## config.mk

```make
export PLATFORM = sky130hd
export DESIGN_NAME = button_debounce_long_press_unit_flat
export DESIGN_NICKNAME = d
export VERILOG_FILES = /design/src/sv/bdlp_pkg.sv /design/src/sv/bdlp_in_if.sv /design/src/sv/bdlp_out_if.sv /design/src/sv/button_debounce_long_press_unit.sv /design/src/flat_wrapper.sv
export SDC_FILE = /design/constraint.sdc
export NUM_CORES = 1
export LEC_CHECK = 0
export ABC_AREA = 1
export BUFFER_PORTS_ARGS = -buffer_cell sky130_fd_sc_hd__buf_2
export CAP_MARGIN = 20
export CORE_MARGIN = 3
export CORE_UTILIZATION = 45
export CTS_CLUSTER_DIAMETER = 150
export DETAILED_ROUTE_END_ITERATION = 8
export GPL_TIMING_DRIVEN = 0
export PLACE_DENSITY = 0.59
export SLEW_MARGIN = 25
export SYNTH_ARGS = -nofsm -noshare
export SYNTH_HDL_FRONTEND = slang
export SYNTH_SLANG_ARGS = --single-unit
```

## constraint.sdc

```tcl
create_clock -name clk_i -period 12.2 [get_ports clk_i]
set_clock_uncertainty 0.1 [all_clocks]
set_input_delay 3.05 -clock clk_i [delete_from_list [all_inputs] [get_ports clk_i]]
set_output_delay 3.05 -clock clk_i [all_outputs]
set_load 0.03 [all_outputs]
```

## src/sv/bdlp_pkg.sv

```systemverilog
// Package for the button debounce and long-press unit.
// Holds payload structs, opcode and register-index enums and reset constants.
// No dependencies.
`timescale 1ns / 1ps

package bdlp_pkg;

  // Default sizing handed to the top-level parameters
  localparam int BUTTON_COUNT_DEF = 2;
  localparam int STAMP_BITS_DEF   = 32;

  // Field widths of the item payloads and the config port
  localparam int NOW_W    = 32;
  localparam int CFG_W    = 16;
  localparam int CFG_IDX_W = 1;

  // Register reset values
  localparam logic [CFG_W-1:0] DEBOUNCE_RST   = 16'd25;
  localparam logic [CFG_W-1:0] LONG_PRESS_RST = 16'd225;

  typedef enum logic [0:0] {
    OP_UPDATE = 1'b0,
    OP_INIT   = 1'b1
  } op_e;

  typedef enum logic [CFG_IDX_W-1:0] {
    CFG_DEBOUNCE   = 1'b0,
    CFG_LONG_PRESS = 1'b1
  } cfg_idx_e;

  // One poll
  typedef struct packed {
    op_e              operation;
    logic [NOW_W-1:0] now_ms;
    logic             left_pin_level;
    logic             right_pin_level;
  } in_item_t;

  // One result
  typedef struct packed {
    logic left_held;
    logic left_press_event;
    logic left_release_event;
    logic left_click_event;
    logic left_long_event;
    logic right_held;
    logic right_press_event;
    logic right_release_event;
    logic right_click_event;
    logic right_long_event;
  } out_item_t;

endpackage

```

## src/sv/bdlp_in_if.sv

```systemverilog
// Input channel of the button debounce unit: valid/ready plus one poll item.
// Depends on bdlp_pkg.
`timescale 1ns / 1ps

interface bdlp_in_if;
  logic               valid;
  logic               ready;
  bdlp_pkg::in_item_t data;

  modport source (output valid, output data, input ready);
  modport sink   (input valid, input data, output ready);
endinterface

```

## src/sv/bdlp_out_if.sv

```systemverilog
// Result channel of the button debounce unit: valid/ready plus one result item.
// Depends on bdlp_pkg.
`timescale 1ns / 1ps

interface bdlp_out_if;
  logic                valid;
  logic                ready;
  bdlp_pkg::out_item_t data;

  modport source (output valid, output data, input ready);
  modport sink   (input valid, input data, output ready);
endinterface

```

## src/sv/button_debounce_long_press_unit.sv

```systemverilog
// Button debounce and long-press unit: two active-low buttons qualified per poll item.
// Polls come in on a valid/ready channel, one result item goes out per poll.
// Each poll passes an input register, then compare logic against the per-button
// state into the result register: one item per clock while the result side does
// not stall. The per-button state update is a wrapped subtract and compare on
// the STAMP_BITS-wide stamps. An initialize poll loads the levels from the pins
// and reports no events; an update poll debounces, then flags press, release,
// click (release with no long press) and a single long press. Intervals are to
// be written on the config port only while the unit is idle; the unit itself
// does not enforce this. Reset values are 25 ms and 225 ms.
// Depends on bdlp_pkg, bdlp_in_if, bdlp_out_if.
`timescale 1ns / 1ps

module button_debounce_long_press_unit #(
  parameter int BUTTON_COUNT = bdlp_pkg::BUTTON_COUNT_DEF,
  parameter int STAMP_BITS   = bdlp_pkg::STAMP_BITS_DEF
) (
  input  logic                          clk_i,
  input  logic                          rst_ni,
  bdlp_in_if.sink                       in_if,
  bdlp_out_if.source                    out_if,
  input  logic                          cfg_we_i,
  input  bdlp_pkg::cfg_idx_e            cfg_idx_i,
  input  logic [bdlp_pkg::CFG_W-1:0]    cfg_wdata_i
);

  typedef logic [STAMP_BITS-1:0] stamp_t;

  // Config registers
  logic [bdlp_pkg::CFG_W-1:0] deb_q, lp_q;

  always_ff @(posedge clk_i or negedge rst_ni) begin
    if (!rst_ni) begin
      deb_q <= bdlp_pkg::DEBOUNCE_RST;
      lp_q  <= bdlp_pkg::LONG_PRESS_RST;
    end else if (cfg_we_i) begin
      case (cfg_idx_i)
        bdlp_pkg::CFG_DEBOUNCE:   deb_q <= cfg_wdata_i;
        bdlp_pkg::CFG_LONG_PRESS: lp_q  <= cfg_wdata_i;
        default: ;
      endcase
    end
  end

  // Pipeline control: input register feeds the result register
  logic               in_vld_q;
  bdlp_pkg::in_item_t in_q;
  logic               out_vld_q;
  bdlp_pkg::out_item_t out_q;
  logic               adv;

  assign adv         = !out_vld_q || out_if.ready;
  assign in_if.ready = !in_vld_q || adv;

  always_ff @(posedge clk_i or negedge rst_ni) begin
    if (!rst_ni) begin
      in_vld_q <= 1'b0;
    end else if (in_if.ready) begin
      in_vld_q <= in_if.valid;
    end
  end

  always_ff @(posedge clk_i) begin
    if (in_if.valid && in_if.ready) begin
      in_q <= in_if.data;
    end
  end

  logic   commit;
  logic   init;
  stamp_t now_s, deb_s, lp_s;

  assign commit = in_vld_q && adv;
  assign init   = (in_q.operation == bdlp_pkg::OP_INIT);
  assign now_s  = STAMP_BITS'(in_q.now_ms);
  assign deb_s  = STAMP_BITS'(deb_q);
  assign lp_s   = STAMP_BITS'(lp_q);

  // Per-button results
  logic [BUTTON_COUNT-1:0] held, ev_press, ev_rel, ev_click, ev_long;

  for (genvar i = 0; i < BUTTON_COUNT; i++) begin : g_btn
    logic   raw;
    logic   stable_q, last_q, long_q;
    stamp_t rc_q, ps_q;
    logic   stable_d, long_d, long_mid, take;
    stamp_t rc_d, ps_d;

    // Pins are active low; buttons without a pin read released
    if (i == 0) begin : g_left
      assign raw = ~in_q.left_pin_level;
    end else if (i == 1) begin : g_right
      assign raw = ~in_q.right_pin_level;
    end else begin : g_none
      assign raw = 1'b0;
    end

    // Debounce and long-press qualification
    always_comb begin
      rc_d     = (init || (raw != last_q)) ? now_s : rc_q;
      take     = !init && ((now_s - rc_d) >= deb_s) && (raw != stable_q);
      stable_d = (init || take) ? raw : stable_q;
      ev_press[i] = take && raw;
      ev_rel[i]   = take && !raw;
      ev_click[i] = take && !raw && !long_q;
      ps_d     = (init || (take && raw)) ? now_s : ps_q;
      long_mid = (init || take) ? 1'b0 : long_q;
      ev_long[i] = !init && stable_d && !long_mid && ((now_s - ps_d) >= lp_s);
      long_d   = long_mid || ev_long[i];
      held[i]  = stable_d;
    end

    always_ff @(posedge clk_i or negedge rst_ni) begin
      if (!rst_ni) begin
        stable_q <= 1'b0;
        last_q   <= 1'b0;
        long_q   <= 1'b0;
        rc_q     <= '0;
        ps_q     <= '0;
      end else if (commit) begin
        stable_q <= stable_d;
        last_q   <= raw;
        long_q   <= long_d;
        rc_q     <= rc_d;
        ps_q     <= ps_d;
      end
    end
  end

  // Result item assembly
  bdlp_pkg::out_item_t res;

  always_comb begin
    res = '0;
    res.left_held          = held[0];
    res.left_press_event   = ev_press[0];
    res.left_release_event = ev_rel[0];
    res.left_click_event   = ev_click[0];
    res.left_long_event    = ev_long[0];
  end

  bdlp_pkg::out_item_t res_full;

  if (BUTTON_COUNT > 1) begin : g_res_right
    always_comb begin
      res_full = res;
      res_full.right_held          = held[1];
      res_full.right_press_event   = ev_press[1];
      res_full.right_release_event = ev_rel[1];
      res_full.right_click_event   = ev_click[1];
      res_full.right_long_event    = ev_long[1];
    end
  end else begin : g_res_left_only
    assign res_full = res;
  end

  // Result register
  always_ff @(posedge clk_i or negedge rst_ni) begin
    if (!rst_ni) begin
      out_vld_q <= 1'b0;
    end else if (adv) begin
      out_vld_q <= in_vld_q;
    end
  end

  always_ff @(posedge clk_i) begin
    if (commit) begin
      out_q <= res_full;
    end
  end

  assign out_if.valid = out_vld_q;
  assign out_if.data  = out_q;

`ifndef SYNTHESIS
  // A result never reports press and release of one button together
  a_press_rel_excl: assert property (@(posedge clk_i) disable iff (!rst_ni)
    out_vld_q |-> !(out_q.left_press_event && out_q.left_release_event) &&
                  !(out_q.right_press_event && out_q.right_release_event))
    else $error("press and release in one result");

  // A click only comes with a release
  a_click_rel: assert property (@(posedge clk_i) disable iff (!rst_ni)
    out_vld_q |-> (!out_q.left_click_event || out_q.left_release_event) &&
                  (!out_q.right_click_event || out_q.right_release_event))
    else $error("click without release");

  // A long press is only reported while the button is held
  a_long_held: assert property (@(posedge clk_i) disable iff (!rst_ni)
    out_vld_q |-> (!out_q.left_long_event || out_q.left_held) &&
                  (!out_q.right_long_event || out_q.right_held))
    else $error("long press while released");

  // A committed poll shows up as a valid result in the next cycle
  a_commit_out: assert property (@(posedge clk_i) disable iff (!rst_ni)
    commit |=> out_vld_q)
    else $error("committed poll lost");
`endif

endmodule

```

## src/flat_wrapper.sv

```systemverilog
// flat-port wrapper written by rule: the top's interface ports become plain ports
module button_debounce_long_press_unit_flat 
#(
  parameter int BUTTON_COUNT = bdlp_pkg::BUTTON_COUNT_DEF,
  parameter int STAMP_BITS   = bdlp_pkg::STAMP_BITS_DEF
)
  (clk_i, rst_ni, cfg_we_i, cfg_idx_i, cfg_wdata_i, in_if_valid, in_if_data, in_if_ready, out_if_valid, out_if_data, out_if_ready);
  bdlp_in_if in_if_i ();
  bdlp_out_if out_if_i ();
  input  logic clk_i;
  input  logic rst_ni;
  input  logic cfg_we_i;
  input  bdlp_pkg::cfg_idx_e cfg_idx_i;
  input  logic [bdlp_pkg::CFG_W-1:0] cfg_wdata_i;
  input wire logic [$bits(in_if_i.valid)-1:0] in_if_valid;
  input wire logic [$bits(in_if_i.data)-1:0] in_if_data;
  output wire logic [$bits(in_if_i.ready)-1:0] in_if_ready;
  output wire logic [$bits(out_if_i.valid)-1:0] out_if_valid;
  output wire logic [$bits(out_if_i.data)-1:0] out_if_data;
  input wire logic [$bits(out_if_i.ready)-1:0] out_if_ready;
  assign in_if_i.valid = in_if_valid;
  assign in_if_i.data = in_if_data;
  assign in_if_ready = in_if_i.ready;
  assign out_if_valid = out_if_i.valid;
  assign out_if_data = out_if_i.data;
  assign out_if_i.ready = out_if_ready;
  button_debounce_long_press_unit #(.BUTTON_COUNT(BUTTON_COUNT), .STAMP_BITS(STAMP_BITS)) u_core (.clk_i(clk_i), .rst_ni(rst_ni), .in_if(in_if_i), .out_if(out_if_i), .cfg_we_i(cfg_we_i), .cfg_idx_i(cfg_idx_i), .cfg_wdata_i(cfg_wdata_i));
endmodule
```

==> results of run 1 <==
synth_stat cells (2+ instances only):
library cell	instances
o221a_2	3
nand3_1	148
a211oi_1	7
fa_1	2
edfxtp_1	45
clkinv_1	6
a31oi_1	12
nor2_2	11
o21a_1	5
inv_1	409
ha_1	162
nor3_1	42
a21boi_0	3
nand4_4	3
o21ai_2	8
xor2_1	47
clkbuf_1	51
xnor2_1	16
nand4_2	8
nor2_1	218
and3_1	3
a21oi_2	2
o21ai_0	329
nor4_1	6
buf_4	2
inv_2	26
dfrtp_1	161
o21bai_1	12
and2_1	2
buf_1	2
nand2_2	25
o21ai_1	7
nand3_2	16
a21oi_1	152
a21o_1	3
dfstp_2	7
nand4_1	46
nand3b_1	23
buf_6	6
nand2_1	863
buf_2	4
power breakdown:
group / internal [mW] / total [mW] / leakage, nW / switching (mW)
registers: 0.924 / 1.06 / 2.45 / 0.133
clock network: 0.479 / 0.812 / 0.435 / 0.333
logic: 0.763 / 2.29 / 8.11 / 1.52
layout by cell type (no fill, tap or decap), drive strengths merged, types with 5 or more instances in the layout:
master / n
nand2: 888
inv: 439
o21ai: 344
nor2: 230
nand3: 164
ha: 162
dfrtp: 161
a21oi: 154
buf: 85
clkbuf: 85
nand4: 57
xor2: 47
edfxtp: 45
nor3: 43
nand3b: 24
xnor2: 16
o21bai: 13
a31oi: 12
clkinv: 11
a211oi: 7
dfstp: 7
nor4: 6
o21a: 5
registers in the layout, indices dropped and copies added, names as in the netlist:
signal and count:
u_core.g_btn.ps_q 64, u_core.g_btn.rc_q 64, u_core.now_s 32, u_core.deb_q 16
u_core.lp_q 16, u_core.out_if.data 10, u_core.g_btn.last_q 2, u_core.g_btn.long_q 2
u_core.g_btn.stable_q 2, u_core.in_q 2, u_core.in_vld_q 1, u_core.init 1
u_core.out_if.valid 1
cell families (layout without fill, tap and decap cells):
kind of cell	count (synthesis)	count (layout)
buf+inv	506	623
fa+ha+maj	164	164
xor+xnor	63	63
mux	1	1
compound gates	550	550
flops	213	213
simple gates	1418	1418
area by class of cell:
type                            count  area (um^2)  share of cell area, %
Timing Repair Buffer               71        425.4                  2.007
Tap cell                          539        674.4                  3.182
Multi-Input combinational cell   2196        11700                  55.18
Clock inverter                     12        167.7                 0.7910
Inverter                          441         1655                  7.809
Clock buffer                       34        710.7                  3.353
Sequential cell                   213         5564                  26.25
Buffer                             65        302.8                  1.428
routing by layer:
metal	up-vias	share of wire (%)	routed length, um
met5	-	0	0
met4	0	3.5	2503
met3	109	6.6	4661
met2	643	46	32500
met1	9261	44	31080
li1	9693	-	-
worst min path at each step:
| stage | from | end | slack [ns] | cells past startpoint |
|---|---|---|---|---|
| 2_1_floorplan | u_core.g_btn[0].ps_q[12] | u_core.g_btn[0].ps_q[12] | 0.35 | 2 |
| 3_3_place_gp | u_core.g_btn[1].rc_q[15] | u_core.g_btn[1].rc_q[15] | 0.36 | 2 |
| 3_5_place_dp | u_core.g_btn[0].ps_q[4] | u_core.g_btn[0].ps_q[4] | 0.37 | 2 |
| 4_1_cts | u_core.g_btn[0].ps_q[4] | u_core.g_btn[0].ps_q[4] | 0.38 | 2 |
| 5_1_grt | u_core.g_btn[1].ps_q[0] | u_core.g_btn[1].ps_q[0] | 0.40 | 2 |
| 6_report | u_core.g_btn[0].ps_q[4] | u_core.g_btn[0].ps_q[4] | 0.38 | 2 |
critical path, delay by kind of cell, from the launching register on:
| kind | cells | cell delay [ns] |
|---|---|---|
| AOI/OAI and AO/OA | 10 | 1.85 |
| xor gates and xnor gates | 2 | 0.47 |
| adders and majority gates | 4 | 1.36 |
| buffers and inverters | 11 | 2.43 |
| DFF | 1 | 0.43 |
| and+or+nand+nor | 28 | 4.28 |
through the flow:
stage / instances / utilization, % / cell area [um^2] / total power [mW]
after global routing: 3571 / 50.42 / 21200 / 4.522
after floorplan: 2915 / - / 19220 / 2.651
final: 3571 / 50.42 / 21200 / 4.155
after global placement: 3522 / 48.13 / 20230 / 3.276
after CTS: 3571 / 50.42 / 21200 / 4.147
after detailed placement: 3525 / 48.33 / 20320 / 3.322
==> flow_metrics.tcl, run 1 <==
set metrics [dict create \
    outcome "complete, no violations" \
    first_global_vias 18760 \
    synth_top_family_by_area "simple AND/OR/NAND/NOR gates" \
    place_ws_ns 1.187 \
    report.final.slew_viol_count 0 \
    crit_start "u_core.init" \
    syn-num-nets 3136 \
    worstReg2RegEnd "u_core.g_btn[0].long_q" \
    antenna_found_initial 1 \
    setup_violations 0 \
    clk_pin_slew_ns 0.06 \
    cts_htree_levels 1 \
    timing.fmax_ghz 0.09050 \
    slowest_delay_ns 0.46 \
    finalCritPeriodShare_pct 90.57 \
    ctsHoldBuffers 0 \
    fillers 4350 \
    top_usage_layer "met2" \
    cts_buffer_depth 3 \
    gp_congestion 0.9589 \
    synth.distinct_cells 53 \
    synth_simple_gate_area_share_pct 31.96 \
    yosysSeqAreaShare_pct 28.95 \
    synthMuxAreaShare_pct 0.05209 \
    grt_first_pass_wirelength_mm 108.4 \
    dr_total_vias 19710 \
    ir_drop_v 0.0001315 \
    firstDrtPassIters 7 \
    clockRootBuffer "clkbuf_16" \
    initial_core_util_pct 45.71 \
    arrival_ns 11.40 \
    grt_start_max_net_pins 86 \
    worstSetupStartpointType "register" \
    p_leak_nw 10.99 \
    rows 75 \
    hpwl_mm 58.03 \
    rrSetupSlack_ns 1.15 \
    cts_tree "built" \
    synthesis.area_mm2 0.01922 \
    avgSynthCellArea_um2 6.593 \
    synth_compound_area_share_pct 15.23 \
    ys_warn_count 0 \
    grtUsageMet1_pct 43.25 \
    cts_buffers 25 \
    core_mm2 0.04204 \
    critPathKind "reg2reg" \
    vias_per_cell 5.518 \
    final_nets 3234 \
    worstRegToRegCells 55 \
    synth_cells 2915 \
    cp-end-kind "register" \
    routed_wl_mm 70.75 \
    grt.met3_usage_pct 2.762 \
    die_w_um 212.7 \
    cp.required_ns 12.55 \
    ios 69 \
    worstMarginPinSlew_ns 0.8473 \
    clk_latency_ns 0.56 \
    met2_usage_pct 52.22 \
    max_cap_viol_count 0 \
    diodes 0 \
    async_reset_ff_share_pct 78.87 \
    fin_setup_tns_ns 0 \
    cp_slowest_cell "o21ai_0" \
    ant_nets 0 \
    hold_path_class "reg2reg" \
    synth-edff-count 45 \
    max_slew_margin_pct 43.51 \
    synth_largest_area_cell "dfrtp_1" \
    powerDensity_mw_per_mm2 196.0 \
    post_drt_wl_per_cell_um 19.81 \
    final_layout_size_suffix_gt1_share_pct 7.916 \
    hold_violations 0 \
    die_y_um 212.7 \
    period_needed_ns 11.05 \
    port-buffer-count 68 \
    crit_top_cell "nand2_1" \
    post-cts-setup-buffers 0 \
    synth_area_leaders "dfrtp_1 (21%), nand2_1 (17%), ha_1 (11%)" \
    cts.sinks 213 \
    crit_end "u_core.g_btn[0].long_q" \
    hold_slack_ns 0.3798 \
    ys_ff_latch 213 \
    rr_startpoint "u_core.init" \
    cts_resized 0 \
    syn2layout_area_growth_pct 10.30 \
    synthXorXnorAreaFrac_pct 2.871 \
    grt_use_total_pct 31.34 \
    rsz0062_at_grt "false" \
    fin_ws_ns 1.151 \
    die_area_mm2 0.04522 \
    grt_overflow 0 \
    synth_fa_ha_area_share_pct 10.76 \
    drc 0 \
    drtIter0Drc 1654 \
    ys.flop_type "dfrtp_1" \
    critPathMaxFanout 10 \
    synth_top_area_share_pct 20.96 \
]
Power figures use the tool's default switching activity.
==> inputs of run 2 (changes only) <==
- GPL_TIMING_DRIVEN: 0 -> unset
==> flow_metrics.tcl, run 2 (same netlist as run 1, synthesis figures left out) <==
set metrics [dict create \
    powerDensity_mw_per_mm2 196.1 \
    gp_congestion 1.007 \
    grt_first_pass_wirelength_mm 105.3 \
    critPathMaxFanout 42 \
    met2_usage_pct 51.55 \
    rows 75 \
    comb_power_share_pct 54.3 \
    hold_violations 0 \
    grtUsageMet1_pct 40.20 \
    cp-end-kind "register" \
    postLayoutCoreUtil_pct 49.81 \
    timing.fmax_ghz 0.1003 \
    core_mm2 0.04204 \
    fillers 4391 \
    cts_tree "built" \
    die_area_mm2 0.04522 \
    pwr-share-clk_pct 19.9 \
    fin_setup_tns_ns 0 \
    routed_wl_mm 68.24 \
    arrival_ns 10.20 \
    finalCritPeriodShare_pct 81.76 \
    antenna_found_initial 0 \
    hold_path_class "reg2reg" \
    port-buffer-count 68 \
    grt_overflow 0 \
    ir_drop_v 0.0001193 \
    rsz0062_at_grt "false" \
    dr_total_vias 19240 \
    p_int_mw 2.141 \
    post_drt_wl_per_cell_um 19.39 \
    cts.sinks 213 \
    p_switching_mw 1.966 \
    period_needed_ns 9.975 \
    die_w_um 212.7 \
    setup_violations 0 \
    mostFrequentLayoutCells "nand2_1 (860), inv_1 (407), o21ai_0 (329)" \
    worstSetupStartpointType "register" \
    die_y_um 212.7 \
    drc 0 \
    initial_core_util_pct 45.71 \
    final_layout_size_suffix_gt1_share_pct 8.157 \
    vias_per_cell 5.467 \
    hpwl_mm 55.54 \
    report.final.slew_viol_count 0 \
    clk_latency_ns 0.58 \
    first_global_vias 18890 \
    critPathKind "reg2reg" \
    cts_buffer_depth 3 \
    clockRootBuffer "clkbuf_16" \
    syn2layout_area_growth_pct 8.966 \
    grt.met3_usage_pct 3.232 \
    cts_htree_levels 1 \
    slowest_delay_ns 0.83 \
    worstMarginPinSlew_ns 1.010 \
    outcome "complete, no violations" \
    ctsHoldBuffers 0 \
    swShare_pct 47.87 \
    final_nets 3178 \
    ios 69 \
    p_leak_nw 10.88 \
    crit_top_cell "nand2_1" \
    cts_buffers 28 \
    top_usage_layer "met2" \
    clk_pin_slew_ns 0.07 \
    cts_resized 0 \
    seq_power_share_pct 25.8 \
    drtIter0Drc 1408 \
    ant_nets 0 \
    grt_start_max_net_pins 69 \
    grt_use_total_pct 30.16 \
    post-cts-setup-buffers 0 \
    max_cap_viol_count 0 \
    firstDrtPassIters 7 \
    cp_slowest_cell "clkinv_1" \
    max_slew_margin_pct 32.49 \
    cp.required_ns 12.43 \
    layout_commonest_cell "nand2_1" \
]
## run 2: per-stage QoR
| stage | instances | setup WS (ns) | total power, mW | hold WS (ns) | area [um^2] |
|---|---|---|---|---|---|
| floorplan | 2915 | 4.490 | 2.651 | 0.3479 | 19220 |
| global placement | 3466 | 2.348 | 3.229 | 0.3612 | 20020 |
| detailed placement | 3466 | 2.126 | 3.272 | 0.3678 | 20020 |
| CTS | 3518 | 2.127 | 4.104 | 0.3813 | 20930 |
| global route | 3518 | 1.025 | 4.487 | 0.3970 | 20940 |
| finish | 3520 | 2.225 | 4.107 | 0.3781 | 20940 |
## run 2: power by group through the flow
stage                     sequential [mW]  combinational (mW)  clock, mW
after global routing                 1.08                2.54      0.867
after detailed placement             1.07                2.21          0
after floorplan                      1.03                1.62          0
after CTS                            1.06                2.22      0.830
after global placement               1.06                2.17          0
final                                1.06                2.23      0.819
## run 2: area by class of cell
cell class / instances / area, um^2 / share of cell area [%]
Antenna cell: 2 / 5.005 / 0.02390
Clock buffer: 34 / 753.2 / 3.597
Clock inverter: 18 / 155.1 / 0.7409
Inverter: 441 / 1655 / 7.905
Multi-Input combinational cell: 2196 / 11720 / 55.96
Sequential cell: 213 / 5564 / 26.57
Tap cell: 539 / 674.4 / 3.221
Timing Repair Buffer: 77 / 414.1 / 1.978
## run 2: final timing paths
path / startpoint / end / slack (ns) / depth (start not counted)
min in group asynchronous: rst_ni / u_core.g_btn[1].ps_q[13] / 2.39 / 1
max reg2reg: u_core.in_q[0] / u_core.out_if.data[0] / 2.22 / 51
max: u_core.in_q[0] / u_core.out_if.data[0] / 2.22 / 51
min: u_core.g_btn[0].rc_q[16] / u_core.g_btn[0].rc_q[16] / 0.38 / 2
max in group asynchronous: rst_ni / u_core.g_btn[0].ps_q[14] / 8.36 / 2
min reg2reg: u_core.g_btn[0].rc_q[16] / u_core.g_btn[0].rc_q[16] / 0.38 / 2
## run 2: layer usage
metal  wire, um  share of wire [%]
met1      30840                 45
met2      31850                 47
met3       3220                4.7
met4       2336                3.4
met5          0                  0
## run 2: worst max-delay path, delay by kind of cell, from the launching register on
family | cells | cell delay [ns]
and+or+nand+nor | 30 | 3.87
AOI/OAI and AO/OA | 11 | 2.33
buffers and inverters | 4 | 1.37
xor gates and xnor gates | 2 | 0.31
adders and majority gates | 4 | 1.22
DFF | 1 | 0.51
